**src/sv/cits_pkg.sv**
```systemverilog
// Shared types and constants for the conditional init-table sequencer.
// No dependencies; used by cits_ctrl, cits_action and the top level.
package cits_pkg;

  typedef enum logic [1:0] {
    ACT_BYTE  = 2'd0,
    ACT_WORD  = 2'd1,
    ACT_RF    = 2'd2,
    ACT_DELAY = 2'd3
  } action_e;

  typedef enum logic [1:0] {
    BR_IF    = 2'd0,
    BR_ELIF  = 2'd1,
    BR_ELSE  = 2'd2,
    BR_ENDIF = 2'd3
  } branch_e;

  typedef enum logic [1:0] {
    KIND_MAC = 2'd0,
    KIND_AGC = 2'd1,
    KIND_BB  = 2'd2,
    KIND_RF  = 2'd3
  } kind_e;

  typedef enum logic [2:0] {
    CFG_CUT        = 3'd0,
    CFG_PACKAGE    = 3'd1,
    CFG_INTERFACE  = 3'd2,
    CFG_RFE        = 3'd3,
    CFG_KIND       = 3'd4,
    CFG_PATH_SEL   = 3'd5,
    CFG_PATH_COUNT = 3'd6
  } cfg_idx_e;

  // Delay opcodes carried in entry_addr
  localparam logic [31:0] BB_DLY_50MS  = 32'h0000_00fe;
  localparam logic [31:0] BB_DLY_5MS   = 32'h0000_00fd;
  localparam logic [31:0] BB_DLY_1MS   = 32'h0000_00fc;
  localparam logic [31:0] BB_DLY_50US  = 32'h0000_00fb;
  localparam logic [31:0] BB_DLY_5US   = 32'h0000_00fa;
  localparam logic [31:0] BB_DLY_1US   = 32'h0000_00f9;
  localparam logic [31:0] RF_DLY_50MS  = 32'h0000_0ffe;
  localparam logic [31:0] RF_DLY_100US = 32'h0000_00fe;

  localparam logic [15:0] US_50000 = 16'd50000;
  localparam logic [15:0] US_5000  = 16'd5000;
  localparam logic [15:0] US_1000  = 16'd1000;
  localparam logic [15:0] US_100   = 16'd100;
  localparam logic [15:0] US_50    = 16'd50;
  localparam logic [15:0] US_5     = 16'd5;
  localparam logic [15:0] US_1     = 16'd1;

  localparam logic [31:0] RF_DATA_MASK = 32'h000f_ffff;
  localparam logic [31:0] RF_WORD_MASK = 32'h0fff_ffff;
  localparam logic [31:0] COUNT_MAX    = 32'hffff_ffff;

  typedef struct packed {
    logic [3:0] chip_cut;
    logic [3:0] chip_package;
    logic [3:0] chip_interface;
    logic [7:0] chip_rfe;
    kind_e      table_kind;
    logic       rf_path_sel;
    logic [1:0] rf_path_count;
  } chip_cfg_t;

  typedef struct packed {
    logic        start_of_table;
    logic        is_positive;
    logic        is_negative;
    branch_e     branch_code;
    logic [3:0]  cond_cut;
    logic [3:0]  cond_package;
    logic [3:0]  cond_interface;
    logic [7:0]  cond_rfe;
    logic [31:0] entry_addr;
    logic [31:0] entry_data;
  } tile_t;

  // Action formed from a config tile, before the matched flag gates it
  typedef struct packed {
    logic        emit;
    logic        bump;
    action_e     action;
    logic [31:0] target_addr;
    logic [31:0] write_value;
    logic [15:0] delay_us;
  } act_t;

  typedef struct packed {
    action_e     action;
    logic [31:0] target_addr;
    logic [31:0] write_value;
    logic [15:0] delay_us;
    logic [31:0] applied_count;
  } result_t;

endpackage

```
**src/sv/cits_ctrl.sv**
```systemverilog
// Branch flags, latched condition and applied-write counter.
// Depends on cits_pkg; advances once per tile taken from the input register.
module cits_ctrl
  import cits_pkg::*;
(
  input  logic        clk_i,
  input  logic        rst_ni,
  input  logic        step_i,
  input  tile_t       tile_i,
  input  chip_cfg_t   cfg_i,
  input  logic        bump_i,
  output logic        go_o,
  output logic [31:0] count_o
);

  logic        matched_q, matched_d;
  logic        skipped_q, skipped_d;
  logic [3:0]  lat_cut_q, lat_cut_d;
  logic [3:0]  lat_pkg_q, lat_pkg_d;
  logic [3:0]  lat_intf_q, lat_intf_d;
  logic [7:0]  lat_rfe_q, lat_rfe_d;
  logic [31:0] count_q, count_d;

  logic        m0, s0, cond_ok, is_cfg;
  logic [3:0]  cut0, pkg0, intf0;
  logic [7:0]  rfe0;
  logic [31:0] cnt0;

  always_comb begin
    // start of table resets flags (matched set), latched condition and count before the tile is applied
    m0    = tile_i.start_of_table ? 1'b1  : matched_q;
    s0    = tile_i.start_of_table ? 1'b0  : skipped_q;
    cut0  = tile_i.start_of_table ? 4'd0  : lat_cut_q;
    pkg0  = tile_i.start_of_table ? 4'd0  : lat_pkg_q;
    intf0 = tile_i.start_of_table ? 4'd0  : lat_intf_q;
    rfe0  = tile_i.start_of_table ? 8'd0  : lat_rfe_q;
    cnt0  = tile_i.start_of_table ? 32'd0 : count_q;

    // zero in cut, package or interface means any value
    cond_ok = ((cut0 == 4'd0) || (cut0 == cfg_i.chip_cut)) &&
              ((pkg0 == 4'd0) || (pkg0 == cfg_i.chip_package)) &&
              ((intf0 == 4'd0) || (intf0 == cfg_i.chip_interface)) &&
              (rfe0 == cfg_i.chip_rfe);

    is_cfg = !tile_i.is_positive && !tile_i.is_negative;

    matched_d  = m0;
    skipped_d  = s0;
    lat_cut_d  = cut0;
    lat_pkg_d  = pkg0;
    lat_intf_d = intf0;
    lat_rfe_d  = rfe0;
    count_d    = cnt0;

    if (tile_i.is_positive) begin
      case (tile_i.branch_code)
        BR_ENDIF: begin
          matched_d = 1'b1;
          skipped_d = 1'b0;
        end
        BR_ELSE: begin
          matched_d = !s0;
        end
        default: begin
          lat_cut_d  = tile_i.cond_cut;
          lat_pkg_d  = tile_i.cond_package;
          lat_intf_d = tile_i.cond_interface;
          lat_rfe_d  = tile_i.cond_rfe;
        end
      endcase
    end else if (tile_i.is_negative) begin
      if (!s0) begin
        matched_d = cond_ok;
        skipped_d = cond_ok;
      end else begin
        matched_d = 1'b0;
      end
    end else if (m0 && bump_i && (cnt0 != COUNT_MAX)) begin
      count_d = cnt0 + 32'd1;
    end

    go_o    = is_cfg && m0;
    count_o = count_d;
  end

  always_ff @(posedge clk_i or negedge rst_ni) begin
    if (!rst_ni) begin
      matched_q  <= 1'b1;
      skipped_q  <= 1'b0;
      lat_cut_q  <= 4'd0;
      lat_pkg_q  <= 4'd0;
      lat_intf_q <= 4'd0;
      lat_rfe_q  <= 8'd0;
      count_q    <= 32'd0;
    end else if (step_i) begin
      matched_q  <= matched_d;
      skipped_q  <= skipped_d;
      lat_cut_q  <= lat_cut_d;
      lat_pkg_q  <= lat_pkg_d;
      lat_intf_q <= lat_intf_d;
      lat_rfe_q  <= lat_rfe_d;
      count_q    <= count_d;
    end
  end

  // a stepped negative tile while skipped always drops the matched flag
  a_neg_skipped: assert property (@(posedge clk_i) disable iff (!rst_ni)
    step_i && tile_i.is_negative && !tile_i.is_positive && s0 |=> !matched_q)
    else $error("matched flag survived a negative tile while skipped");

  // the count never wraps from saturation to zero without a new table
  a_count_sat: assert property (@(posedge clk_i) disable iff (!rst_ni)
    step_i && !tile_i.start_of_table && (count_q == COUNT_MAX) |=> count_q == COUNT_MAX)
    else $error("applied count left saturation");

endmodule

```
**src/sv/cits_action.sv**
```systemverilog
// Forms the action of a config tile from the table kind.
// Depends on cits_pkg; purely combinational, fed from the input register.
module cits_action
  import cits_pkg::*;
#(
  parameter logic [15:0] SipiPortA = 16'd3216,
  parameter logic [15:0] SipiPortB = 16'd3728
) (
  input  tile_t     tile_i,
  input  chip_cfg_t cfg_i,
  output act_t      act_o
);

  logic [31:0] addr, data;

  always_comb begin
    addr = tile_i.entry_addr;
    data = tile_i.entry_data;

    act_o             = '0;
    act_o.emit        = 1'b1;
    act_o.action      = ACT_WORD;
    act_o.target_addr = addr;

    case (cfg_i.table_kind)
      KIND_MAC: begin
        act_o.bump        = 1'b1;
        act_o.action      = ACT_BYTE;
        act_o.write_value = {24'd0, data[7:0]};
      end
      KIND_AGC: begin
        act_o.bump        = 1'b1;
        act_o.write_value = data;
      end
      KIND_BB: begin
        act_o.target_addr = 32'd0;
        act_o.action      = ACT_DELAY;
        case (addr)
          BB_DLY_50MS: act_o.delay_us = US_50000;
          BB_DLY_5MS:  act_o.delay_us = US_5000;
          BB_DLY_1MS:  act_o.delay_us = US_1000;
          BB_DLY_50US: act_o.delay_us = US_50;
          BB_DLY_5US:  act_o.delay_us = US_5;
          BB_DLY_1US:  act_o.delay_us = US_1;
          default: begin
            act_o.bump        = 1'b1;
            act_o.action      = ACT_WORD;
            act_o.target_addr = addr;
            act_o.write_value = data;
          end
        endcase
      end
      default: begin
        if (addr == RF_DLY_50MS) begin
          act_o.action      = ACT_DELAY;
          act_o.target_addr = 32'd0;
          act_o.delay_us    = US_50000;
        end else if (addr == RF_DLY_100US) begin
          act_o.action      = ACT_DELAY;
          act_o.target_addr = 32'd0;
          act_o.delay_us    = US_100;
        end else begin
          // count the write even when the path is absent, but drop the beat
          act_o.bump        = 1'b1;
          act_o.emit        = ({1'b0, cfg_i.rf_path_sel} < cfg_i.rf_path_count);
          act_o.action      = ACT_RF;
          act_o.target_addr = {16'd0, (cfg_i.rf_path_sel ? SipiPortB : SipiPortA)};
          act_o.write_value = ({4'd0, addr[7:0], 20'd0} | (data & RF_DATA_MASK))
                              & RF_WORD_MASK;
        end
      end
    endcase
  end

endmodule

```
**src/sv/conditional_init_table_sequencer.sv**
```systemverilog
// Conditional init-table sequencer: input register, flag/action logic, result register.
// Path: an accepted tile waits in the input register, then its result beat is captured in the result register.
// Throughput: one tile per cycle, limited only by the result register draining.
// Reset: rst_ni clears flags (matched set), latched condition and count; config to defaults.
// Depends on cits_pkg, cits_ctrl and cits_action.
module conditional_init_table_sequencer
  import cits_pkg::*;
#(
  parameter logic [15:0] SIPI_PORT_A = 16'd3216,
  parameter logic [15:0] SIPI_PORT_B = 16'd3728
) (
  input  logic         clk_i,
  input  logic         rst_ni,
  // slave side
  input  logic         s_axis_tvalid,
  output logic         s_axis_tready,
  // tdata: cond_cut, cond_package, cond_interface, cond_rfe, entry_addr, entry_data, pad
  input  logic [87:0]  s_axis_tdata,
  // tuser: start_of_table, is_positive, is_negative, branch_code[1:0]
  input  logic [4:0]   s_axis_tuser,
  // master side
  output logic         m_axis_tvalid,
  input  logic         m_axis_tready,
  // tdata: target_addr, write_value, delay_us, applied_count
  output logic [111:0] m_axis_tdata,
  // tuser: action
  output logic [1:0]   m_axis_tuser,
  // configuration write channel
  input  logic         cfg_valid_i,
  output logic         cfg_ready_o,
  input  logic [2:0]   cfg_addr_i,
  input  logic [31:0]  cfg_data_i
);

  chip_cfg_t   cfg_q;
  tile_t       tile_q, tile_in;
  logic        in_valid_q;
  result_t     res_q;
  logic        out_valid_q;
  logic        advance, go;
  logic [31:0] count;
  act_t        act;

  assign cfg_ready_o = 1'b1;

  always_ff @(posedge clk_i or negedge rst_ni) begin
    if (!rst_ni) begin
      cfg_q.chip_cut       <= 4'd15;
      cfg_q.chip_package   <= 4'd15;
      cfg_q.chip_interface <= 4'd0;
      cfg_q.chip_rfe       <= 8'd0;
      cfg_q.table_kind     <= KIND_MAC;
      cfg_q.rf_path_sel    <= 1'b0;
      cfg_q.rf_path_count  <= 2'd1;
    end else if (cfg_valid_i) begin
      case (cfg_addr_i)
        CFG_CUT:        cfg_q.chip_cut       <= cfg_data_i[3:0];
        CFG_PACKAGE:    cfg_q.chip_package   <= cfg_data_i[3:0];
        CFG_INTERFACE:  cfg_q.chip_interface <= cfg_data_i[3:0];
        CFG_RFE:        cfg_q.chip_rfe       <= cfg_data_i[7:0];
        CFG_KIND:       cfg_q.table_kind     <= kind_e'(cfg_data_i[1:0]);
        CFG_PATH_SEL:   cfg_q.rf_path_sel    <= cfg_data_i[0];
        CFG_PATH_COUNT: cfg_q.rf_path_count  <= cfg_data_i[1:0];
        default: ;
      endcase
    end
  end

  always_comb begin
    tile_in.start_of_table = s_axis_tuser[0];
    tile_in.is_positive    = s_axis_tuser[1];
    tile_in.is_negative    = s_axis_tuser[2];
    tile_in.branch_code    = branch_e'(s_axis_tuser[4:3]);
    tile_in.cond_cut       = s_axis_tdata[3:0];
    tile_in.cond_package   = s_axis_tdata[7:4];
    tile_in.cond_interface = s_axis_tdata[11:8];
    tile_in.cond_rfe       = s_axis_tdata[19:12];
    tile_in.entry_addr     = s_axis_tdata[51:20];
    tile_in.entry_data     = s_axis_tdata[83:52];
  end

  // the registered tile moves on whenever the result register is free or draining
  assign advance       = in_valid_q && (!out_valid_q || m_axis_tready);
  assign s_axis_tready = !in_valid_q || advance;

  always_ff @(posedge clk_i or negedge rst_ni) begin
    if (!rst_ni) begin
      in_valid_q <= 1'b0;
    end else if (s_axis_tvalid && s_axis_tready) begin
      in_valid_q <= 1'b1;
    end else if (advance) begin
      in_valid_q <= 1'b0;
    end
  end

  always_ff @(posedge clk_i) begin
    if (s_axis_tvalid && s_axis_tready) begin
      tile_q <= tile_in;
    end
  end

  cits_action #(
    .SipiPortA(SIPI_PORT_A),
    .SipiPortB(SIPI_PORT_B)
  ) u_action (
    .tile_i(tile_q),
    .cfg_i (cfg_q),
    .act_o (act)
  );

  cits_ctrl u_ctrl (
    .clk_i  (clk_i),
    .rst_ni (rst_ni),
    .step_i (advance),
    .tile_i (tile_q),
    .cfg_i  (cfg_q),
    .bump_i (act.bump),
    .go_o   (go),
    .count_o(count)
  );

  always_ff @(posedge clk_i or negedge rst_ni) begin
    if (!rst_ni) begin
      out_valid_q <= 1'b0;
    end else if (advance && go && act.emit) begin
      out_valid_q <= 1'b1;
    end else if (m_axis_tready) begin
      out_valid_q <= 1'b0;
    end
  end

  always_ff @(posedge clk_i) begin
    if (advance && go && act.emit) begin
      res_q.action        <= act.action;
      res_q.target_addr   <= act.target_addr;
      res_q.write_value   <= act.write_value;
      res_q.delay_us      <= act.delay_us;
      res_q.applied_count <= count;
    end
  end

  assign m_axis_tvalid = out_valid_q;
  assign m_axis_tuser  = res_q.action;
  assign m_axis_tdata  = {res_q.applied_count, res_q.delay_us,
                          res_q.write_value, res_q.target_addr};

  a_delay_zero: assert property (@(posedge clk_i) disable iff (!rst_ni)
    out_valid_q && (res_q.action == ACT_DELAY) |->
      (res_q.target_addr == 32'd0) && (res_q.write_value == 32'd0) && (res_q.delay_us != 16'd0))
    else $error("delay beat carries a write");

  a_write_no_delay: assert property (@(posedge clk_i) disable iff (!rst_ni)
    out_valid_q && (res_q.action != ACT_DELAY) |-> res_q.delay_us == 16'd0)
    else $error("write beat carries a delay");

  a_byte_range: assert property (@(posedge clk_i) disable iff (!rst_ni)
    out_valid_q && (res_q.action == ACT_BYTE) |-> res_q.write_value[31:8] == 24'd0)
    else $error("byte write wider than a byte");

  a_stall_holds_tile: assert property (@(posedge clk_i) disable iff (!rst_ni)
    in_valid_q && !advance |=> in_valid_q)
    else $error("stalled tile dropped from input register");

endmodule
```
**config.mk**
```make
export PLATFORM = sky130hd
export DESIGN_NAME = conditional_init_table_sequencer
export DESIGN_NICKNAME = d
export VERILOG_FILES = /design/src/sv/cits_pkg.sv /design/src/sv/cits_ctrl.sv /design/src/sv/cits_action.sv /design/src/sv/conditional_init_table_sequencer.sv
export SDC_FILE = /design/constraint.sdc
export NUM_CORES = 1
export LEC_CHECK = 0
export ABC_AREA = 1
export BUFFER_PORTS_ARGS = -buffer_cell sky130_fd_sc_hd__buf_4
export CELL_PAD_IN_SITES_DETAIL_PLACEMENT = 1
export CELL_PAD_IN_SITES_GLOBAL_PLACEMENT = 2
export CORE_MARGIN = 10
export CORE_UTILIZATION = 35
export CTS_CLUSTER_DIAMETER = 150
export DETAILED_ROUTE_END_ITERATION = 12
export GPL_TIMING_DRIVEN = 0
export PLACE_DENSITY = 0.79
export SYNTH_ARGS = -nofsm -noshare
export SYNTH_HDL_FRONTEND = slang
export SYNTH_SLANG_ARGS = --single-unit
```
**constraint.sdc**
```tcl
create_clock -name clk_i -period 5.7 [get_ports clk_i]
set_clock_uncertainty 0.1 [all_clocks]
set_input_delay 0.285 -clock clk_i [delete_from_list [all_inputs] [get_ports clk_i]]
set_output_delay 0.285 -clock clk_i [all_outputs]
set_load 0.01 [all_outputs]
```
=== After elaboration in Yosys (flattened, before gate mapping) ===
Index checks and enable logic that the tools add are counted.

* Memory bits (read-only): 0
* Memories kept: 0
* RAM bits: 0
* Output and inout port bits: 117
* Bits in registers: 284
* Bits in latches: 0

* Add/subtract/negate cells: 1
* Equal/unequal tests: 22
* Reductions and logical operators: 39
* Shift-type cells: 0
* Bitwise logic cells: 1
* $mul: 0
* Divide/modulo/power cells: 0
* Multiplexer cells: 47
* $lt $le $gt $ge: 1

{| class="wikitable"
|+ Operators by type and width
! kind !! count
|-
| == test 32 x 8 -> 1 bit (second input constant) || 6
|-
| two-way mux 32 bit || 4
|-
| one-hot mux 16 bit (6 select lines) || 1
|-
| one-hot mux 32 bit (3 select lines) || 1
|-
| two-way mux 67 bit || 1
|-
| one-hot mux 32 bit (2 select lines) || 1
|-
| two-way mux 28 bit || 2
|-
| two-way mux 4 bit || 9
|-
| two-way mux 34 bit || 1
|-
| two-way mux 33 bit || 1
|-
| adder 32 x 1 -> 32 bit (second input constant) || 1
|-
| == test 32 x 12 -> 1 bit (second input constant) || 1
|-
| != test 32 bit (second input constant) || 1
|-
| one-hot mux 16 bit (2 select lines) || 1
|-
| bitwise OR 28 x 20 -> 28 bit || 1
|-
| two-way mux 8 bit || 3
|-
| two-way mux 16 bit || 1
|-
| two-way mux 1 bit || 14
|-
| AND reduction 2 bit || 7
|-
| == test 4 bit || 3
|-
| logical NOT 4 bit || 3
|-
| logical AND 1 bit || 11
|-
| two-way mux 10 bit || 1
|-
| == test 3 bit (second input constant) || 3
|-
| 18 further kinds || 33
|}

=== Logic depth before layout (Yosys ltp) ===
Gate-level depths: netlist of the first run.

* Depth in word-level cells: 9
* Depth in mapped cells: 20
* Depth with buffers taken out: 17

=== Hierarchy ===
A second synthesis of the first run with hierarchy kept.

* Cell total of the unflattened synthesis: 1331
* Area total of the unflattened synthesis: 12927.4 sq um

{| class="wikitable"
|+ By module, submodules not included
! module !! seq. area each (sq um) !! cells each !! times used !! area an instance (sq um)
|-
| conditional_init_table_sequencer || 6782.8 || 343 || 1 || 7272.0
|-
| cits_ctrl || 1352.5 || 647 || 1 || 4135.2
|-
| cits_action || 0.0 || 341 || 1 || 1520.2
|}

=== Worst setup path after synthesis of the first run ===
OpenSTA, ideal clock, no wires.

* Path type: register -> register
* Start point: register tile_q[51] (netlist name)
* End point: register res_q, in the netlist m_axis_tdata[0], enable pin
* Library setup time: 0.461 ns
* Buffers on the path: 1
* Arrival: 3.605 ns
* Setup slack: 1.534 ns
* Data required time: 5.139 ns
* Cell stages (with the launch flop): 11
* Cells stage by stage: edfxtp_1 nor2_1 nand2_1 nor2_1 nand2_1 buf_2 nor3b_1 nor2_1 nand2_1 o2111ai_1 inv_1

* Word-level cells in the longest chain between the ends: 5

{| class="wikitable"
|+ Ends and longest elaborated chain
! element !! line !! text
|-
| start, declared || conditional_init_table_sequencer.sv:36 || <nowiki>tile_t tile_q, tile_in;</nowiki>
|-
| start signal, assigned || conditional_init_table_sequencer.sv:98 || <nowiki>tile_q <= tile_in;</nowiki>
|-
| == test 32 x 8 -> 1 bit || cits_action.sv:58 || <nowiki>end else if (addr == RF_DLY_100US) begin</nowiki>
|-
| two-way mux 2 bit || cits_action.sv:58 ||
|-
| two-way mux 2 bit (*) || cits_action.sv:54 || <nowiki>if (addr == RF_DLY_50MS) begin</nowiki>
|-
| two-way mux 1 bit (*) || cits_action.sv:25 || <nowiki>case (cfg_i.table_kind)</nowiki>
|-
| logical AND 1 bit (*) || conditional_init_table_sequencer.sv:133 || <nowiki>if (advance && go && act.emit) begin</nowiki>
|-
| end, declared || conditional_init_table_sequencer.sv:38 || <nowiki>result_t res_q;</nowiki>
|}

Mark *: on every way between the ends. The rest lies on a longest branch, timed or not.
A chain may end at the register's enable or synchronous reset.

=== Worst setup path in the final report of the first run ===
* Start point: register tile_q[88] (netlist name)
* End point: register res_q, in the netlist m_axis_tdata[110] (data pin)

* Word-level cells in the longest chain between the ends: 6

{| class="wikitable"
|+ Ends and longest elaborated chain
! element !! line !! text
|-
| parallel branches: the longest is 5 deep, another holds adder 32 x 1 -> 32 bit || n/a ||
|-
| two-way mux 32 bit (*) || cits_ctrl.sv:55 || <nowiki>if (tile_i.is_positive) begin</nowiki>
|-
| via count[30] || conditional_init_table_sequencer.sv:41 || <nowiki>logic [31:0] count;</nowiki>
|}

Mark *: on every way through the listed nets, which the timed path passes.

==> results of run 1 <==
stage by stage:
stage               total power [mW]  TNS (ps)  instances  cell area [µm²]  setup slack [ps]
floorplan                      2.855         0       1246            12550              1534
global placement               3.149    -26290       1924            14760            -263.5
detailed placement             3.175         0       1926            14820              2041
CTS                            5.377         0       2090            16970              2030
global route                   5.561         0       2090            16970              1771
finish                         5.304         0       2090            16970              2073
logic make-up (layout without fill, tap and decap cells):
kind of cell,after synthesis,in the layout
buf+inv,198,581
fa+ha+maj,6,6
simple gates,653,653
flops,278,278
compound gates,92,92
xor+xnor,15,15
other cells,2,4
area by class of cell:
type,instances,area (µm²)
multi-input cells,770,3754
inverters,148,565.5
flip-flops and latches,278,7955
well taps,461,576.8
repair buffers,325,2745
clock buffers,40,893.4
fillers,3941,18520
plain buffers,50,281.5
clock inverters,18,193.9
worst max-delay path, cell delays in order, from the launching register on:
cell and delay, ps:
edfxtp_1 370, buf_6 170, buf_6 160, clkbuf_1 310
nor2_1 260, ha_1 230, inv_1 60, nor3_2 240
nand3_2 180, nor2_2 190, nand3_2 110, nor2_1 230
inv_1 70, nor2_1 310, nand3_1 140, and2_1 210
state kept, by name, indices dropped and copies added (netlist names), 2 cells and up:
| name | cells |
|---|---|
| m_axis_tuser | 2 |
| u_ctrl.lat_rfe_q | 8 |
| cfg_q | 25 |
| m_axis_tdata | 106 |
| u_ctrl.count_q | 32 |
| u_ctrl.lat_cut_q | 4 |
| u_ctrl.lat_pkg_q | 4 |
| tile_q | 89 |
| u_ctrl.lat_intf_q | 4 |
how the worst min path moves through the flow:
stage                         startpoint                               end  slack (ps)  cells after the start
global route                 cfg_valid_i             cfg_q[20]$_DFFE_PN1P_         170                      5
detailed placement      s_axis_tdata[12]              tile_q[64]$_DFFE_PP_         360                      1
floorplan                         rst_ni             cfg_q[10]$_DFFE_PN0P_        -110                      0
CTS                          cfg_valid_i             cfg_q[18]$_DFFE_PN1P_          80                      5
finish                       cfg_valid_i             cfg_q[18]$_DFFE_PN1P_         130                      5
global placement    tile_q[73]$_DFFE_PP_  u_ctrl.lat_intf_q[1]$_DFFE_PN0P_         360                      2
what timing repair did:
action / in CTS / in global routing
hold buffers: 106 / 0
endpoints found under the hold margin: 186 / 0
endpoints found under the setup margin: 0 / 0
resized for setup: 0 / 0
where the power goes:
group / total (mW) / internal [mW] / switching, mW
sequential: 2.43 / 2.36 / 0.0733
combinational: 0.766 / 0.291 / 0.476
clock: 2.11 / 1.25 / 0.857
cell usage in the layout, fill, tap and decap left out, types with 37 or more instances in the layout:
cell type | netlist | final
buf_4 | 7 | 224
dfrtp_1 | 71 | 71
dlygate4sd3_1 | 0 | 106
edfxtp_1 | 197 | 197
inv_1 | 142 | 140
nand2_1 | 300 | 300
nand3_1 | 98 | 98
nand4_1 | 37 | 37
nor2_1 | 120 | 120
o21ai_0 | 41 | 41
routing by layer:
| layer | up-vias | track usage | share of wire | wire, µm |
|---|---|---|---|---|
| met5 | - | 0 | 0 | 0 |
| li1 | 4869 | - | - | - |
| met1 | 4977 | 0.2415 | 0.46 | 18600 |
| met4 | 0 | 0.04664 | 0.019 | 788 |
| met2 | 242 | 0.3040 | 0.47 | 19270 |
| met3 | 45 | 0.03385 | 0.054 | 2216 |
==> run_results.csv, run 1 <==
group,metric,value,unit
grt,overflow,0,
timing,final-hold-violation-count,0,
power,power_density,312.6,nW/µm²
final_layout,utilization,0.4781,
timing,slew_headroom,0.2074,
grt,antenna_found_initial,0,
floorplanning,ioPinCount,250,
clocking,cts_tree,"done",
routing,drc,0,
synthesis,ys_types,48,
synthesis,ys.flop_type,"edfxtp_1",
grt,grt_usage,0.1832,
synthesis,synth-xor-area-share,0.01047,
timing,finalSetupViolations,0,
clocking,cts_sinks,278,
floorplanning,fp.coreArea,35480,µm²
timing,slew_violations,0,
synthesis,yosysSeqAreaShare,0.6342,
final_layout,drive_above_1_share,0.2124,
routing,first_iter_violations,488,
grt,grt_max_degree,82,
synthesis,synth_edf_count,197,
routing,wl,40870,µm
synthesis,synthMuxAreaShare,0,
timing,period_share,0.6364,
clocking,cts_setup_buffers,0,
timing,rsz0062_at_grt,"false",
floorplanning,fp-row-count,69,
synthesis,ys_ff_latch,278,
floorplanning,die_area,43810,µm²
routing,viasPerCell,4.848,
power,peakVddDrop,0.2612,mV
clocking,cts_inserted_buffers,31,
grt,grt_pass1_wl,64170,µm
final_layout,area_growth,35.25,%
clocking,cts.clk_slew.worst_paths,60,ps
clocking,cts_max_level,1,
worst_setup_path,setup.worst_path.start_class,"flip-flop",
worst_setup_path,cp-end-kind,"flip-flop",
worst_setup_path,crit_start,"tile_q[88]$_DFFE_PP_",
synthesis,synth_top_area_frac,0.4716,
placement,port_buffers,217,
outcome,status,"finished clean",
timing,post-route-min-period,3627,ps
run,cap_violations,0,
routing,first_pass_iters,5,
placement,hpwl,28890,µm
power,p_leak,7.463,nW
synthesis,synth_compound_area_frac,0.04349,
worst_setup_path,crit_fanout,10,
worst_setup_path,crit_end,"m_axis_tdata[110]$_DFFE_PP_",
worst_setup_path,r2r-start,"tile_q[88]$_DFFE_PP_",
worst_setup_path,reg2reg_depth,15,
timing,whs,129.6,ps
worst_setup_path,worstPathArrival,3840,ps
synthesis,syn_avg_cell_area,10.08,µm²
clocking,clockRootBuffer,"clkbuf_16",
clocking,clk_latency,590,ps
worst_setup_path,cp_data_required_time,5910,ps
synthesis,syn_inst,1244,
worst_setup_path,crit_type,"reg2reg",
synthesis,yosys_warnings,0,
final_layout,num-nets-final,1743,
placement,gp_congestion,0.8333,
worst_hold_path,hold_path.class,"in2reg",
synthesis,synth_top_family_by_area,"simple AND/OR/NAND/NOR gates",
floorplanning,die_y,209.3,µm
final_layout,n_antenna_cell,0,
synthesis,yosys.area_share.adder,0.005985,
clocking,cts_max_path_buffers,3,
synthesis,synth.area.top_cells,"edfxtp_1 47%, dfrtp_1 14%, nand2_1 9.0%",
synthesis,synth_top_cells_by_count,"300 x nand2_1, 197 x edfxtp_1, 142 x inv_1",
synthesis,yosysMostFrequentCell,"nand2_1",
routing,routed-via-count,10130,
worst_setup_path,reg2reg_slack,2070,ps
floorplanning,start_util,0.3535,
timing,worst_slew_pin_slew,1189,ps
floorplanning,fp.dieW,209.3,µm
synthesis,synth_area,12540,µm²
worst_setup_path,r2r_end,"m_axis_tdata[110]$_DFFE_PP_",
synthesis,async_flop_share,0.2914,
timing,fmax,0.2757,GHz
synthesis,synthSimpleGateAreaFrac,0.2381,
routing,wl_per_cell,19.56,µm
routing,drtAntennaViolNets,0,
synthesis,yosys.area.top_type,"edfxtp_1",
grt,first_global_vias,10910,
Power figures use the tool's default switching activity.
==> run 2: changes to the inputs <==
CORE_UTILIZATION = 31   (was 35)
PLACE_DENSITY = 0.74   (was 0.79)
clock period = 3.1 ns   (was 5.7 ns; I/O delays follow)
==> run_results.csv, run 2 (synthesis results as in run 1) <==
group,metric,value,unit
grt,grt_pass1_wl,63990,µm
timing,final-hold-violation-count,0,
clocking,clk_latency,530,ps
grt,overflow,0,
final_layout,drive_above_1_share,0.2261,
floorplanning,fp-row-count,73,
worst_hold_path,hold_path.class,"in2reg",
final_layout,finalNonFillerCells,2175,
run,cap_violations,0,
worst_setup_path,r2r-start,"tile_q[88]$_DFFE_PP_",
routing,viasPerCell,4.669,
placement,hpwl,28900,µm
timing,fmax,0.3425,GHz
clocking,cts_sinks,278,
timing,finalSetupViolations,0,
worst_setup_path,slowest_delay,420,ps
worst_setup_path,setup.worst_path.start_class,"flip-flop",
clocking,cts.clk_slew.worst_paths,60,ps
timing,rsz0062_at_grt,"false",
final_layout,final_common_cell,"nand2_1",
placement,port_buffers,217,
grt,first_global_vias,11030,
placement,post-place-ws,-553.7,ps
floorplanning,fp.coreArea,39910,µm²
worst_setup_path,cp_data_required_time,3270,ps
floorplanning,ioPinCount,250,
worst_setup_path,crit_slowest_cell,"edfxtp_1",
routing,wl,40450,µm
power,peakVddDrop,0.3881,mV
worst_setup_path,crit_type,"reg2reg",
placement,place_inst,1991,
timing,slew_headroom,0.2323,
final_layout,final_cell_mix,"297 x nand2_1, 237 x buf_4, 197 x edfxtp_1, 140 x inv_1, 115 x nor2_1",
clocking,cts_inserted_buffers,35,
floorplanning,die_y,221.2,µm
power,power_density,568.8,nW/µm²
routing,drtAntennaViolNets,0,
grt,grt_max_degree,82,
clocking,cts_max_level,2,
timing,period_share,0.9419,
grt,antenna_found_initial,0,
floorplanning,start_util,0.3143,
worst_setup_path,worstPathArrival,3090,ps
routing,first_iter_violations,631,
final_layout,n_antenna_cell,0,
routing,first_pass_iters,5,
timing,setup_ws,180.2,ps
routing,drc,0,
outcome,status,"finished clean",
worst_hold_path,min_from,"cfg_valid_i",
floorplanning,die_area,48910,µm²
clocking,cts_tree,"done",
worst_setup_path,path_cells,"buf_8, buf_6, nor2_4, ha_2, inv_1, nor3_4, nand3_2, nor2_4, nand3_2, nor2_4, nor2_4, nand2_4, inv_1, nand2_1, nand2_1, and2_1",
clocking,cts_max_path_buffers,3,
worst_setup_path,cpMostUsedCell,"nor2_4",
timing,post-route-min-period,2920,ps
timing,tns,0,ps
timing,worst_slew_pin_slew,1152,ps
worst_setup_path,crit_start,"tile_q[88]$_DFFE_PP_",
grt,grt_usage,0.1624,
routing,routed-via-count,10150,
final_layout,largest_reg_flops,106,
power,p_leak,7.582,nW
worst_setup_path,cp-end-kind,"flip-flop",
timing,slew_violations,0,
placement,gp_congestion,0.8233,
routing,wl_per_cell,18.60,µm
final_layout,area_growth,38.13,%
clocking,clockRootBuffer,"clkbuf_16",
worst_setup_path,crit_fanout,19,
final_layout,fillers,4453,
final_layout,num-nets-final,1764,
floorplanning,fp.dieW,221.2,µm
==> run 2: changes by cell type in the layout (fill, tap and decap cells not counted), moves of 4 or more <==
cell,before,now
clkinv_2,8,3
clkbuf_1,31,35
nor2_1,120,115
buf_4,224,237
nor2_4,7,13
==> run 2: per-layer routing <==
| layer | track usage | part of all wire | routed length (µm) | vias to the layer above |
|---|---|---|---|---|
| met5 | 0 | 0 | 0 | - |
| met4 | 0.04007 | 0.018 | 718 | 0 |
| met3 | 0.02953 | 0.040 | 1637 | 44 |
| met2 | 0.2700 | 0.48 | 19480 | 217 |
| met1 | 0.2142 | 0.46 | 18610 | 4989 |
| li1 | - | - | - | 4904 |
==> run 2: power by group <==
part | leakage [nW] | internal (mW) | switching (mW)
sequential | 2.94 | 4.34 | 0.135
clock | 0.533 | 2.39 | 1.57
combinational | 4.11 | 0.561 | 0.868
total | 7.58 | 7.29 | 2.57
==> run 2: cell type report <==
type / instances / area, µm² / area share
Timing Repair inverter: 1 / 7.507 / 0.0004333
Tap cell: 525 / 656.9 / 0.03791
Clock buffer: 49 / 948.4 / 0.05474
Multi-Input combinational cell: 771 / 3867 / 0.2232
Clock inverter: 13 / 146.4 / 0.008449
Sequential cell: 278 / 7955 / 0.4591
Inverter: 148 / 566.8 / 0.03271
Buffer: 49 / 300.3 / 0.01733
Timing Repair Buffer: 341 / 2878 / 0.1661
==> run 2: final timing paths <==
| path | endpoint | slack, ps | cells past startpoint |
|---|---|---|---|
| max | m_axis_tdata[102]$_DFFE_PP_ | 180 | 16 |
| min | cfg_q[22]$_DFFE_PN1P_ | 50 | 5 |
| max reg2reg | m_axis_tdata[102]$_DFFE_PP_ | 180 | 16 |
| min reg2reg | u_ctrl.lat_rfe_q[4]$_DFFE_PN0P_ | 380 | 2 |
| max in group asynchronous | u_ctrl.count_q[7]$_DFFE_PN0P_ | 1860 | 2 |
| min in group asynchronous | u_ctrl.count_q[17]$_DFFE_PN0P_ | 280 | 2 |
==> run 2: worst max-delay path, delay by kind of cell, from the launching register on <==
kind                     cells  cell delay (ps)
flip-flops                   1              420
buffers and inverters        4              560
AND/OR/NAND/NOR             11             1380
adder cells (fa/ha/maj)      1              190
==> run 2: stage by stage <==
stage               cell area, µm²  hold slack, ps  utilization  power (mW)
finish                       17330           47.40       0.4341       9.855
global route                 17330           105.3       0.4341       10.34
CTS                          17170           21.79       0.4301       9.997
detailed placement           14940           234.4       0.3743       5.846
global placement             14870           233.9       0.3725       5.809
floorplan                    12580          -240.6            -       5.254
==> run 2: what timing repair did <==
action / 4_1_cts / 5_1_grt
gates resized for setup: 7 / 23
pin swaps: 1 / 5
buffers inserted: 3 / 9
setup endpoints to repair: 172 / 182
hold buffers: 109 / 0
cloned: 1 / 1
endpoints found under the hold margin: 187 / 0
==> run 3: changes to the inputs <==
ABC_AREA = default   (was 1)
CORE_UTILIZATION = 33   (was 31)
PLACE_DENSITY = 0.73   (was 0.74)
==> run_results.csv, run 3 <==
group,metric,value,unit
outcome,status,"finished clean",
final_layout,num-nets-final,1464,
timing,post-route-min-period,3052,ps
synthesis,yosysSeqAreaShare,0.6512,
timing,tns,0,ps
timing,rsz0062_at_grt,"true",
routing,viasPerCell,5.193,
routing,wl_per_cell,22.23,µm
floorplanning,fp.dieW,212.4,µm
grt,gr-usage-met2,0.2964,
synthesis,yosys.area.top_type,"edfxtp_1",
final_layout,area_growth,41.52,%
power,p_seq_frac,0.447,
routing,drtAntennaViolNets,0,
power,p_leak,6.797,nW
floorplanning,die_area,45110,µm²
timing,fmax,0.3276,GHz
clocking,clockRootBuffer,"clkbuf_16",
synthesis,ys.flop_type,"edfxtp_1",
floorplanning,ioPinCount,250,
grt,overflow,0,
power,swShare,0.2840,
routing,first_pass_iters,5,
timing,worst_slew_pin_slew,1164,ps
floorplanning,fp-row-count,70,
clocking,cts_max_level,1,
power,peakVddDrop,0.4449,mV
routing,routed-via-count,9451,
worst_setup_path,setup.worst_path.start_class,"flip-flop",
synthesis,synth_top_area_frac,0.4843,
timing,slew_violations,0,
synthesis,async_flop_share,0.2914,
grt,busiest_layer,"met2",
floorplanning,die_y,212.4,µm
placement,post-place-ws,-905.7,ps
grt,grt_max_degree,82,
run,cap_violations,0,
grt,first_global_vias,10010,
synthesis,ys_types,78,
placement,hpwl,27670,µm
power,p_clk_frac,0.358,
clocking,clk_latency,590,ps
power,p_comb_frac,0.195,
power,cellInternalPower,7.604,mW
clocking,cts.clk_slew.worst_paths,60,ps
power,p_switching,3.016,mW
timing,finalSetupViolations,0,
clocking,cts_tree,"done",
synthesis,yosys_warnings,0,
timing,period_share,0.9846,
routing,first_iter_violations,460,
worst_hold_path,hold_path.class,"in2reg",
grt,grt_pass1_wl,61380,µm
worst_setup_path,cp-end-kind,"flip-flop",
final_layout,final_common_cell,"buf_4",
floorplanning,start_util,0.3345,
routing,drc,0,
grt,antenna_found_initial,2,
final_layout,final_cell_mix,"253 x buf_4, 197 x edfxtp_1, 105 x dlygate4sd3_1, 71 x dfrtp_1, 53 x nand2_1",
synthesis,synth_top_cells_by_count,"197 x edfxtp_1, 71 x dfrtp_1, 54 x nand2_1",
floorplanning,fp.coreArea,36520,µm²
power,power_density,614.3,nW/µm²
synthesis,ys_ff_latch,278,
final_layout,drive_above_1_share,0.3104,
worst_setup_path,crit_type,"reg2reg",
grt,grt_usage,0.1758,
worst_setup_path,worstPathArrival,3380,ps
grt,grt_use_met1,0.2218,
synthesis,yosysMostFrequentCell,"edfxtp_1",
final_layout,largest_reg_flops,106,
clocking,cts_sinks,278,
synthesis,synth_area,12220,µm²
timing,slew_headroom,0.2241,
final_layout,fillers,3765,
clocking,cts_max_path_buffers,3,
synthesis,syn_inst,931,
synthesis,synth.area.top_cells,"edfxtp_1 48%, dfrtp_1 15%, mux2_2 2.2%",
synthesis,synth_edf_count,197,
placement,gp_congestion,0.8412,
worst_setup_path,cp_data_required_time,3420,ps
timing,setup_ws,47.74,ps
routing,wl,40470,µm
power,power,10.62,mW
timing,final-hold-violation-count,0,
synthesis,syn_avg_cell_area,13.12,µm²
clocking,cts_inserted_buffers,31,
placement,port_buffers,216,
worst_setup_path,crit_fanout,8,
grt,met3_usage,0.03357,
[run 3: cell types whose count changed after synthesis, sizes merged, moves of 15 or more]
| cell | delta |
|---|---|
| a22o | +30 |
| and3 | +39 |
| inv | -125 |
| mux2 | +24 |
| nand2 | -258 |
| nand3 | -71 |
| nand4 | -19 |
| nor2 | -101 |
| nor2b | +18 |
| o21ai | -16 |
| or3 | +17 |
| xnor2 | +15 |
[run 3: final cells by class]
class	instances	area, µm²	share of cell area
antenna	2	5.005	0.0002895
buffer	57	362.8	0.02099
clock buffer	45	878.3	0.05081
clock inverter	13	161.4	0.009336
inverter	22	82.58	0.004777
multi-input combinational	573	4099	0.2371
sequential	278	7955	0.4602
tap	468	585.6	0.03387
timing repair buffer	362	3158	0.1827
[run 3: path summary, 6_finish.rpt]
kind / cells after the start / endpoint / slack [ps] / start
setup / recovery: 13 / m_axis_tdata[88]$_DFFE_PP_ / 50 / tile_q[88]$_DFFE_PP_
hold / removal: 3 / cfg_q[1]$_DFFE_PN0P_ / 40 / cfg_addr_i[1]
min in group asynchronous: 2 / cfg_q[9]$_DFFE_PN0P_ / 230 / rst_ni
setup reg to reg: 13 / m_axis_tdata[88]$_DFFE_PP_ / 50 / tile_q[88]$_DFFE_PP_
hold reg to reg: 1 / u_ctrl.lat_cut_q[2]$_DFFE_PN0P_ / 370 / tile_q[82]$_DFFE_PP_
max in group asynchronous: 2 / u_ctrl.count_q[28]$_DFFE_PN0P_ / 1900 / rst_ni
[run 3: through the flow]
stage	cell area [µm²]	std cells	hold WS, ps	utilization
global placement	14510	1617	233.4	0.3973
floorplan	12300	933	-240.6	-
detailed placement	14660	1624	234.3	0.4013
finish	17290	1820	37.37	0.4733
global route	17290	1819	80.67	0.4733
CTS	17000	1807	5.804	0.4654
[run 3: layer usage]
metal / part of all wire / wire [µm] / vias up
li1: - / - / 4371
met2: 0.50 / 20130 / 231
met1: 0.42 / 17110 / 4784
met5: 0.00020 / 8 / -
met4: 0.026 / 1053 / 2
met3: 0.054 / 2168 / 63
[run 3: cell families after synthesis]
group / after synthesis / share of synthesized area
xor+xnor: 24 / 0.01721
simple gates: 339 / 0.1656
compound gates: 175 / 0.1047
fa+ha+maj: 6 / 0.006145
mux: 25 / 0.02294
flops: 278 / 0.6512
other cells: 2 / 0.0006148
buf+inv: 82 / 0.03155
[run 3: power by group through the flow]
stage	sequential, mW	clock [mW]	combinational (mW)
after floorplan	4.77	0	1.04
after global placement	4.81	0	1.74
after detailed placement	4.81	0	1.81
after CTS	4.74	3.88	2.01
after global routing	4.79	4.04	2.27
final	4.75	3.80	2.08
[run 3: repair_timing]
| item | CTS | global route |
|---|---|---|
| hold endpoints to repair | 188 | 0 |
| pin swaps | 6 | 15 |
| hold buffers | 105 | 0 |
| resized for setup | 16 | 40 |
| endpoints found under the setup margin | 182 | 57 |
| buffers inserted | 22 | 12 |
[run 3: critical path, cell delays in order (launching register included)]
cell and delay, ps:
edfxtp_1 420, buf_8 150, clkbuf_16 140, nor2b_4 140, ha_4 150, nand4_1 130
nor4_4 380, or4b_4 590, nand2_8 120, buf_12 120, buf_12 120, buf_12 110
o31ai_4 50, a21oi_1 150
